File: src/rtl/core/rrss_pkg.sv
`timescale 1ns / 1ps
// ----------------------------------------------------------------------------
// rrss_pkg: shared types and codes of the round-robin slice scheduler
// Transaction formats, status and request codes, and the entry format held
// in each cell of the task ring.
// ----------------------------------------------------------------------------
package rrss_pkg;

   localparam logic [1:0] REQ_LOAD  = 2'd0;
   localparam logic [1:0] REQ_STEP  = 2'd1;
   localparam logic [1:0] REQ_CLEAR = 2'd2;

   localparam logic [1:0] STATUS_ACCEPTED = 2'd0;
   localparam logic [1:0] STATUS_GRANTED  = 2'd1;
   localparam logic [1:0] STATUS_FINISHED = 2'd2;
   localparam logic [1:0] STATUS_REJECTED = 2'd3;

   localparam int TIME_WIDTH = 24;

   typedef struct packed {
      logic [1:0]  req_type;
      logic [15:0] arrival_time;
      logic [15:0] burst_time;
   } request_type;

   typedef struct packed {
      logic [1:0]            status;
      logic [TIME_WIDTH-1:0] slice_start;
      logic [TIME_WIDTH-1:0] slice_end;
      logic [5:0]            task_id;
      logic [15:0]           ran;
      logic [15:0]           left;
   } response_type;

   // One task as held in a cell of the ring.
   typedef struct packed {
      logic [15:0] arrival;
      logic [15:0] remaining;
   } entry_type;

   // Control from the sequencer to the ring.
   typedef struct packed {
      logic      shift;
      entry_type tail;
   } ring_ctl_type;

endpackage

File: src/rtl/core/rrss_cell.sv
`timescale 1ns / 1ps
// ----------------------------------------------------------------------------
// rrss_cell: one cell of the task ring
// Holds a single task entry and takes its neighbour's entry on a shift.
// ----------------------------------------------------------------------------
module rrss_cell (
   input  logic                clock,
   input  logic                shift,
   input  rrss_pkg::entry_type din,
   output rrss_pkg::entry_type dout
);

   rrss_pkg::entry_type entry_ff;
   rrss_pkg::entry_type entry_in;

   always_comb begin
      entry_in = shift ? din : entry_ff;
   end

   always_ff @(posedge clock) begin
      entry_ff <= entry_in;
   end

   assign dout = entry_ff;

endmodule

File: src/rtl/core/rrss_ring.sv
`timescale 1ns / 1ps
// ----------------------------------------------------------------------------
// rrss_ring: circular chain of task cells
// On a shift every cell takes the entry of the next one; the head cell's
// entry, possibly updated by the sequencer, re-enters at the tail.
// ----------------------------------------------------------------------------
module rrss_ring #(
   parameter int DEPTH = 64
) (
   input  logic                   clock,
   input  rrss_pkg::ring_ctl_type ctl,
   output rrss_pkg::entry_type    head
);

   rrss_pkg::entry_type cell_q [DEPTH];

   for (genvar i = 0; i < DEPTH; i++) begin : g_cell
      rrss_pkg::entry_type cell_d;
      if (i == DEPTH - 1) begin : g_tail
         assign cell_d = ctl.tail;
      end else begin : g_link
         assign cell_d = cell_q[i+1];
      end
      rrss_cell u_cell (
         .clock (clock),
         .shift (ctl.shift),
         .din   (cell_d),
         .dout  (cell_q[i])
      );
   end

   assign head = cell_q[0];

endmodule

File: src/rtl/core/round_robin_slice_scheduler.sv
`timescale 1ns / 1ps
// ----------------------------------------------------------------------------
// round_robin_slice_scheduler: round-robin time-slice scheduler
// Keeps up to MAX_TASKS tasks in a rotating ring of cells and grants one
// time slice per step transaction in circular order.
// ----------------------------------------------------------------------------
// Usage. A request transaction is taken when start is high and busy is low;
// req_payload carries the request kind and, for a load, the task's arrival
// and burst times. Every request produces exactly one response transaction:
// rsp_valid is high for a single cycle with rsp_payload beside it. The
// receiver cannot stall, so a response is simply presented and gone.
// The quantum is written through csr_we/csr_wdata; the user must do so
// only while the block is idle, which the block itself does not enforce.
// Timing. A clear, a reserved request, a rejected load and a step with no
// unfinished task respond in the cycle after acceptance. Otherwise the
// task table is a ring that rotates one cell per cycle past a single head
// cell while a request is in progress: a load rotates by the distance
// (below MAX_TASKS) to its slot; a step by the distance to the scan start
// (usually zero), then examines at most MAX_TASKS cells, or 2 * MAX_TASKS
// if time must jump to the earliest arrival; busy is high until the response.
// Reset. A synchronous reset empties the table, sets time and the scan
// start to zero and the quantum to 4; ring contents need no clearing.
// ----------------------------------------------------------------------------
module round_robin_slice_scheduler #(
   parameter int MAX_TASKS = 64
) (
   input  logic                   clock,
   input  logic                   reset,
   input  logic                   start,
   output logic                   busy,
   input  rrss_pkg::request_type  req_payload,
   output logic                   rsp_valid,
   output rrss_pkg::response_type rsp_payload,
   input  logic                   csr_we,
   input  logic [15:0]            csr_wdata
);

   localparam int IW = $clog2(MAX_TASKS);
   localparam int CW = $clog2(MAX_TASKS + 1);
   localparam int TW = rrss_pkg::TIME_WIDTH;
   localparam logic [IW-1:0] LAST_IDX = IW'(MAX_TASKS - 1);

   // Sequencer states: waiting, rotating the ring to a target slot, and
   // scanning the ring for a ready task.
   typedef enum logic [2:0] {
      ST_IDLE = 3'b001,
      ST_SEEK = 3'b010,
      ST_SCAN = 3'b100
   } state_type;

   state_type             state_ff, state_in;
   logic [IW-1:0]         rot_ff, rot_in;        // index of the task at the head
   logic [CW-1:0]         tc_ff, tc_in;          // task count
   logic [CW-1:0]         fin_ff, fin_in;        // finished task count
   logic [TW-1:0]         now_ff, now_in;
   logic [IW-1:0]         scan_ff, scan_in;      // where the next scan begins
   logic [15:0]           quantum_ff, quantum_in;
   logic [IW-1:0]         target_ff, target_in;
   logic                  is_load_ff, is_load_in;
   logic [IW-1:0]         cnt_ff, cnt_in;
   logic                  second_ff, second_in;
   logic [15:0]           earliest_ff, earliest_in;
   rrss_pkg::entry_type   pending_ff, pending_in;
   logic                  rsp_valid_ff, rsp_valid_in;
   rrss_pkg::response_type rsp_ff, rsp_in;

   rrss_pkg::ring_ctl_type ring_ctl;
   rrss_pkg::entry_type    head;

   rrss_ring #(
      .DEPTH (MAX_TASKS)
   ) u_ring (
      .clock (clock),
      .ctl   (ring_ctl),
      .head  (head)
   );

   // Head evaluation and slice arithmetic.
   logic [IW-1:0]   rot_next;
   logic [CW-1:0]   rot_plus;
   logic            head_live;
   logic            head_ready;
   logic [15:0]     q_eff;
   logic [15:0]     ran;
   logic [15:0]     left;
   logic [TW:0]     end_sum;
   logic [TW-1:0]   slice_end;
   logic [15:0]     earliest_cand;
   logic [IW+5:0]   id_wide;
   logic            table_full;

   always_comb begin
      rot_next      = (rot_ff == LAST_IDX) ? '0 : rot_ff + 1'b1;
      rot_plus      = CW'(rot_ff) + 1'b1;
      head_live     = (CW'(rot_ff) < tc_ff) && (head.remaining != 16'd0);
      head_ready    = head_live && ({8'd0, head.arrival} <= now_ff);
      q_eff         = (quantum_ff == 16'd0) ? 16'd1 : quantum_ff;
      ran           = (q_eff < head.remaining) ? q_eff : head.remaining;
      left          = head.remaining - ran;
      end_sum       = {1'b0, now_ff} + (TW+1)'(ran);
      slice_end     = end_sum[TW] ? '1 : end_sum[TW-1:0];
      earliest_cand = (head_live && (head.arrival < earliest_ff)) ?
                      head.arrival : earliest_ff;
      id_wide       = {6'd0, rot_ff};
      table_full    = (tc_ff >= CW'(MAX_TASKS));
   end

   always_comb begin
      state_in       = state_ff;
      rot_in         = rot_ff;
      tc_in          = tc_ff;
      fin_in         = fin_ff;
      now_in         = now_ff;
      scan_in        = scan_ff;
      quantum_in     = csr_we ? csr_wdata : quantum_ff;
      target_in      = target_ff;
      is_load_in     = is_load_ff;
      cnt_in         = cnt_ff;
      second_in      = second_ff;
      earliest_in    = earliest_ff;
      pending_in     = pending_ff;
      rsp_valid_in   = 1'b0;
      rsp_in         = rsp_ff;
      ring_ctl.shift = 1'b0;
      ring_ctl.tail  = head;

      case (state_ff)
         ST_IDLE: begin
            if (start) begin
               rsp_in = '0;
               case (req_payload.req_type)
                  rrss_pkg::REQ_LOAD: begin
                     if (req_payload.burst_time == 16'd0 || table_full) begin
                        rsp_valid_in  = 1'b1;
                        rsp_in.status = rrss_pkg::STATUS_REJECTED;
                     end else begin
                        pending_in.arrival   = req_payload.arrival_time;
                        pending_in.remaining = req_payload.burst_time;
                        target_in            = tc_ff[IW-1:0];
                        is_load_in           = 1'b1;
                        state_in             = ST_SEEK;
                     end
                  end
                  rrss_pkg::REQ_STEP: begin
                     if (tc_ff == '0 || fin_ff >= tc_ff) begin
                        rsp_valid_in  = 1'b1;
                        rsp_in.status = rrss_pkg::STATUS_FINISHED;
                     end else begin
                        target_in  = scan_ff;
                        is_load_in = 1'b0;
                        state_in   = ST_SEEK;
                     end
                  end
                  rrss_pkg::REQ_CLEAR: begin
                     tc_in         = '0;
                     fin_in        = '0;
                     now_in        = '0;
                     scan_in       = '0;
                     rsp_valid_in  = 1'b1;
                     rsp_in.status = rrss_pkg::STATUS_ACCEPTED;
                  end
                  default: begin
                     rsp_valid_in  = 1'b1;
                     rsp_in.status = rrss_pkg::STATUS_ACCEPTED;
                  end
               endcase
            end
         end

         ST_SEEK: begin
            if (rot_ff == target_ff) begin
               if (is_load_ff) begin
                  // The new task replaces the head as the ring moves on.
                  ring_ctl.shift = 1'b1;
                  ring_ctl.tail  = pending_ff;
                  rot_in         = rot_next;
                  tc_in          = tc_ff + 1'b1;
                  rsp_valid_in   = 1'b1;
                  rsp_in         = '0;
                  rsp_in.status  = rrss_pkg::STATUS_ACCEPTED;
                  state_in       = ST_IDLE;
               end else begin
                  cnt_in      = '0;
                  second_in   = 1'b0;
                  earliest_in = '1;
                  state_in    = ST_SCAN;
               end
            end else begin
               ring_ctl.shift = 1'b1;
               rot_in         = rot_next;
            end
         end

         ST_SCAN: begin
            ring_ctl.shift = 1'b1;
            rot_in         = rot_next;
            if (head_ready) begin
               ring_ctl.tail.arrival   = head.arrival;
               ring_ctl.tail.remaining = left;
               now_in             = slice_end;
               scan_in            = (rot_plus == tc_ff) ? '0 : rot_plus[IW-1:0];
               if (left == 16'd0) begin
                  fin_in = fin_ff + 1'b1;
               end
               rsp_valid_in       = 1'b1;
               rsp_in.status      = rrss_pkg::STATUS_GRANTED;
               rsp_in.slice_start = now_ff;
               rsp_in.slice_end   = slice_end;
               rsp_in.task_id     = id_wide[5:0];
               rsp_in.ran         = ran;
               rsp_in.left        = left;
               state_in           = ST_IDLE;
            end else begin
               earliest_in = earliest_cand;
               if (cnt_ff == LAST_IDX) begin
                  // A full turn brings the head back to the scan start.
                  cnt_in = '0;
                  if (!second_ff) begin
                     second_in = 1'b1;
                     now_in    = {8'd0, earliest_cand};
                  end else begin
                     rsp_valid_in  = 1'b1;
                     rsp_in        = '0;
                     rsp_in.status = rrss_pkg::STATUS_FINISHED;
                     state_in      = ST_IDLE;
                  end
               end else begin
                  cnt_in = cnt_ff + 1'b1;
               end
            end
         end

         default: begin
            state_in = ST_IDLE;
         end
      endcase
   end

   always_ff @(posedge clock) begin
      if (reset) begin
         state_ff     <= ST_IDLE;
         rot_ff       <= '0;
         tc_ff        <= '0;
         fin_ff       <= '0;
         now_ff       <= '0;
         scan_ff      <= '0;
         quantum_ff   <= 16'd4;
         rsp_valid_ff <= 1'b0;
      end else begin
         state_ff     <= state_in;
         rot_ff       <= rot_in;
         tc_ff        <= tc_in;
         fin_ff       <= fin_in;
         now_ff       <= now_in;
         scan_ff      <= scan_in;
         quantum_ff   <= quantum_in;
         rsp_valid_ff <= rsp_valid_in;
      end
   end

   always_ff @(posedge clock) begin
      target_ff   <= target_in;
      is_load_ff  <= is_load_in;
      cnt_ff      <= cnt_in;
      second_ff   <= second_in;
      earliest_ff <= earliest_in;
      pending_ff  <= pending_in;
      rsp_ff      <= rsp_in;
   end

   assign busy        = (state_ff != ST_IDLE);
   assign rsp_valid   = rsp_valid_ff;
   assign rsp_payload = rsp_ff;

`ifndef SYNTH
   // Finished tasks are always a subset of the loaded ones.
   a_fin_bound: assert property (@(posedge clock) disable iff (reset)
      fin_ff <= tc_ff)
      else $error("finished count exceeds task count");

   // A granted slice is never empty and never runs backwards in time.
   a_grant_shape: assert property (@(posedge clock) disable iff (reset)
      (rsp_valid && rsp_payload.status == rrss_pkg::STATUS_GRANTED) |->
      (rsp_payload.ran != 16'd0 && rsp_payload.slice_end >= rsp_payload.slice_start))
      else $error("malformed slice grant");

   // A clear answers in the next cycle and leaves an empty table.
   a_clear: assert property (@(posedge clock) disable iff (reset)
      (start && !busy && req_payload.req_type == rrss_pkg::REQ_CLEAR) |=>
      (rsp_valid && rsp_payload.status == rrss_pkg::STATUS_ACCEPTED &&
       tc_ff == '0 && now_ff == '0))
      else $error("clear did not empty the table");
`endif

endmodule

File: config.mk
export PLATFORM = sky130hd
export DESIGN_NAME = round_robin_slice_scheduler
export DESIGN_NICKNAME = d
export VERILOG_FILES = /design/src/rtl/core/rrss_pkg.sv /design/src/rtl/core/rrss_cell.sv /design/src/rtl/core/rrss_ring.sv /design/src/rtl/core/round_robin_slice_scheduler.sv
export SDC_FILE = /design/constraint.sdc
export NUM_CORES = 2
export LEC_CHECK = 0
export BUFFER_PORTS_ARGS = -buffer_cell sky130_fd_sc_hd__buf_4
export CAP_MARGIN = 20
export CORE_MARGIN = 1.5
export CORE_UTILIZATION = 40
export CTS_CLUSTER_SIZE = 16
export DETAILED_ROUTE_END_ITERATION = 16
export GPL_TIMING_DRIVEN = 0
export PLACE_DENSITY = 0.55
export SYNTH_ARGS = -nofsm -noshare
export SYNTH_HDL_FRONTEND = slang
export SYNTH_SLANG_ARGS = --single-unit
File: constraint.sdc
create_clock -name clock -period 225.9 [get_ports clock]
set_input_delay 11.295 -clock clock [delete_from_list [all_inputs] [get_ports clock]]
set_output_delay 11.295 -clock clock [all_outputs]
set_load 0.01 [all_outputs]
# After elaboration in Yosys (flattened, before gate mapping)
# Index checks and enable logic that the tools add are counted.
# word_totals
reg_bits	2268
latchBits	0
ramBits	0
mem_bits_ro	0
inputBits	54
output_inout_bits	90
word_cells	300
n_memories	0
# op_classes
addsub	7
mul	0
div	0
n_lt_le_gt_ge	6
eq_ne	28
shift	0
muxes	82
bitwise_logic	1
n_reduce_logical	27
# op_table
operator	n
$mux 88	6
$pmux 88 s3	1
$mux 24	6
$mux 16	7
$mux 6	13
$pmux 33 s2	1
$logic_not 16->1	3
$pmux 24 s2	1
$pmux 6 s2	4
$mux 7	6
$mux 33	1
$lt 16x16->1	2
$mux 32	1
$pmux 16 s2	1
$pmux 7 s2	2
$add 24x16->25	1
$reduce_and 5->1	5
$le 16x24->1	1
$mux 3	8
$ne 2x2->1 const B	10
$ne 3x3->1 const B	6
$reduce_bool 16->1	1
$sub 16x16->16	1
$mux 1	15
other kinds (33)	48

# Longest topological paths before layout
# logic_depth
ltp_word	9
depth_mapped	24
mapped_depth_nobuf	22

# Cells and area by module
# Synthesis repeated with hierarchy kept, for this count alone.
# hier_totals
hier_cells	3314
area_unflattened_um2	74081.0
# modules_own_cells
mod	n_inst	cells_per_inst	area_per_inst_um2	seq_area_each_um2
rrss_cell	64	32	960.9	960.9
round_robin_slice_scheduler	1	1266	12582.1	5905.7

# Worst setup path after synthesis
# OpenSTA, ideal clock, no wires.
# synth_path
kind	register to register
from	reg rot_ff[4]
to	reg rot_ff[2]
setup_time_ns	0.085
arrival_ns	96.211
required_ns	225.815
setup_slack_ns	129.604
stages_incl_launch_ff	10
n_path_buf	1
synth_period_minus_slack_ns	96.296
cell_sequence	dfxtp_1 > clkbuf_1 > xor2_1 > nor4_1 > nand3_1 > nor2_1 > o21ai_1 > nand2_1 > xor2_1 > nor2_1
# synth_via
elab_chain_cells	5
word_cells_on_any_way	8
classes_between	eq/ne (3); mux (4); reduce/logical (1)
# synth_lines
element	line_no	source
start, declared	round_robin_slice_scheduler.sv:52	logic [IW-1:0] rot_ff, rot_in;
start signal, assigned	round_robin_slice_scheduler.sv:251	rot_ff <= rot_in;
$eq 6x6->1	round_robin_slice_scheduler.sv:93	rot_next = (rot_ff == LAST_IDX) ? '0 : rot_ff + 1'b1;
$mux 6	round_robin_slice_scheduler.sv:93	
$mux 6	round_robin_slice_scheduler.sv:172	if (is_load_ff) begin
$mux 6	round_robin_slice_scheduler.sv:171	if (rot_ff == target_ff) begin
$pmux 6 s2	round_robin_slice_scheduler.sv:127	case (state_ff)
# Several ways; a longest one is shown, not always the timed one. The select of a mux whose other input is x is not followed.
# A chain may end at the register's enable or synchronous reset.

# Worst setup path in the final report
# layout_path
from	reg state_ff[2]
to	out busy
# layout_via
elab_chain_cells	1
# layout_lines
element	line_no	source
start, declared	round_robin_slice_scheduler.sv:51	state_type state_ff, state_in;
start signal, assigned	round_robin_slice_scheduler.sv:250	state_ff <= state_in;
$ne 3x1->1	round_robin_slice_scheduler.sv:271	assign busy = (state_ff != ST_IDLE);
end, declared	round_robin_slice_scheduler.sv:30	output logic busy,
# No other way between the ends.

==> impl_results.md <==
- Outcome: finished, final reports clean
- First-pass GRT wire length: 187.9 mm
- Synth area leaders: edfxtp_1, dfxtp_1, ha_1, nor2_1, mux2i_1
- FILL cells: 15,010
- Initial drt markers: 2,792
- Starting Density: 0.4043
- DRT Wirelength: 125.8 mm
- IO buf count: 142
- Die footprint: 188,200 um2
- Ys Warns: 0
- Skew-Pair Late Insertion Delay: 0.86 ns
- GR Overflow Total: 0
- Worst slew margin relative to its limit: 0.3506
- Max Transition Viols Final: 0
- Simple-gate portion of the synthesized area: 0.02652
- Least-Margin Pin Slew: 0.9553 ns
- Root Buffer: clkbuf_16
- Leakage Power: 0.02592 uW
- DRC: 0
- Req. time, crit path: 214.60 ns
- Setup bufs post-CTS: 0
- Fmax: 75.59 MHz
- Io pins: 144
- CP max FO: 7
- CP max-delay cell: dfxtp_1
- CP Capture Type: output pin
- Period utilization: 0.05856
- Count leader, synth: edfxtp_1
- Hold_buf cts: 0
- Async S/R FF share, synth: 0
- Bufs on Longest Clock Path: 3
- Initial antenna violation count: 8
- Post-CTS Resized: 0
- Worst EP arrival: 1.93 ns
- Syn_nets: 3,460
- Largest delay share family, worst path: flip-flops
- DIE HEIGHT: 433.8 um
- Setup CP Type: reg -> out
- Synth Flop Type: edfxtp_1
- Slowest stage delay, CP: 0.45 ns
- First drt pass iteration count: 5
- Worst slack, placed: 212.36 ns
- Worst setup margin: 212.67 ns
- Pwr Total: 822.0 uW
- Post-Route Setup TNS: 0 ns
- Average vias per placed instance: 4.732
- Synth top cells by count: edfxtp_1, nor2_1, ha_1, inv_1, nand2_1
- Area Overhead vs Synth: 17.42%
- IR drop worst, VDD: 0.000006270 V
- Post-synth EDFFs: 2,198
- Final Hold Vio Count: 0
- # rows: 157
- Flops & latches, synth: 2,268
- Synth Area in Compound Gates: 0.02479
- GPL Wtd Cong: 0.8264
- Nets: 3,907
- Dominant combinational cell family by area after synthesis: simple AND/OR/NAND/NOR gates
- Via Count: 30,320
- Pwr dens: 9.427 nW/um2
- Cell taking the most area after synthesis: edfxtp_1
- Cell variety after synth: 78
- Pin count of the biggest net entering global routing: 36
- CP Launch Type: flip-flop
- Multiplexer area fraction after synthesis: 0.009689
- CTS tree: done
- Gate count after technology mapping: 3,308
- Register area share after synthesis: 0.9078
- Syn Area/Cell: 22.45 um2
- Synth Cell Area: 74,250 um2
- Critical path buffer and inverter count: 2
- Max-cap viol count: 0
- Final ANT Viol Nets: 0
- Top-area cell type share of the netlist area: 0.8889
- Number of global-route vias before repair: 29,470
- Worst hold path class: reg -> reg
- WL per Instance: 19.64 um
- Core area: 183,700 um2
- Clock Sinks: 2,268
- GR Util All Layers: 0.1341
- XOR/XNOR Fraction of Synth Area: 0.005898
- Final setup viols: 0
- Post-Route Utilization: 0.4747
- Post-layout minimum cycle time: 13.23 ns
- Dpl hpwl: 78.71 mm
- Chip width: 433.8 um
- Layout cell share with drive strength beyond 1: 0.1589
- CTS HTree Levels: 4
- Number of CTS-inserted buffers: 216
- Clock-pin slew on the worst setup and hold paths: 0.06 ns
- Synth Area in Adders: 0.01672
- Fin Clk Skew: 0.07989 ns
- Crit-path cells: nor2_1 > and2_0 > inv_1 > buf_4
- RSZ-0062 raised after global routing: false
## worst paths after layout
path	cells past startpoint	slack (ns)	end	start
max	4	212.67	busy	state_ff[2]$_SDFFE_PP0P_
min	0	0.36	u_ring.g_cell[47].u_cell.dout[3]$_DFFE_PP_	u_ring.g_cell[48].u_cell.dout[3]$_DFFE_PP_
max reg2reg	20	219.07	rsp_payload[58]$_DFFE_PP_	u_ring.g_cell[0].u_cell.dout[3]$_DFFE_PP_
min reg2reg	0	0.36	u_ring.g_cell[47].u_cell.dout[3]$_DFFE_PP_	u_ring.g_cell[48].u_cell.dout[3]$_DFFE_PP_
## layer usage
metal,share of wire,routed length [um],GRT usage
met5,0,0,0
met4,0.046,5850,0.07052
met1,0.45,56700,0.1857
met2,0.46,58280,0.2030
met3,0.040,5005,0.02434
## registers in the layout, indices dropped and copies added (netlist names), 6 cells and up
register / count
u_ring.g_cell.u_cell.dout: 2048
earliest_ff: 16
now_ff: 24
fin_ff: 7
tc_ff: 7
cnt_ff: 6
scan_ff: 6
rot_ff: 6
pending_ff: 32
target_ff: 6
quantum_ff: 16
rsp_payload: 88
## placed cells by master, fill, tap and decap left out, types with 13 or more instances in the layout
cell type     n
buf_2        18
xor2_1       25
nor2_1      148
edfxtp_1   2198
nand3_1      25
and2_1       22
xnor2_1      25
dfxtp_1      70
nor4_1       20
clkinv_1     45
ha_1         96
inv_1        92
mux2_2       15
buf_4       151
a211oi_1     27
nor3_1       30
a221o_1      16
mux2i_1      54
a31oi_1      13
o21ai_0      38
a21o_1       20
and3_1       15
buf_12       63
clkbuf_1     83
clkbuf_16   217
nand2_1      84
a21oi_1      53
buf_16       16
clkinv_2     47
bufinv_16    14
## cells by family after synthesis
kind of cell	after synthesis
compound gates	256
xor+xnor	50
fa+ha+maj	98
buf+inv	156
flops	2268
mux	70
simple gates	410
## layout make-up
type / count / area [um2] / share of cell area
Clock buffer: 270 / 5699 / 0.06537
Multi-Input combinational cell: 884 / 6241 / 0.07158
Antenna cell: 3 / 7.507 / 0.00008610
Sequential cell: 2268 / 67400 / 0.7731
Clock inverter: 133 / 1282 / 0.01471
Inverter: 94 / 352.8 / 0.004047
Timing Repair Buffer: 229 / 2833 / 0.03249
Buffer: 62 / 284.0 / 0.003258
Tap cell: 2464 / 3083 / 0.03536
## where the power goes
group	switching, uW	internal [uW]	leakage (uW)	total [uW]
registers	1.75	458	0.0180	460
logic	7.26	4.53	0.00447	11.8
clock network	154	196	0.00341	350
## through the flow
step | hold WS [ns] | instances | area, um2
after global placement | 0.4003 | 5914 | 78400
after detailed placement | 0.4045 | 6000 | 80170
after CTS | 0.3538 | 6403 | 87150
final | 0.3619 | 6407 | 87190
after floorplan | 0.4003 | 3308 | 74250
after global routing | 0.3617 | 6405 | 87180
Note: power is estimated with default switching activity, not from simulation.
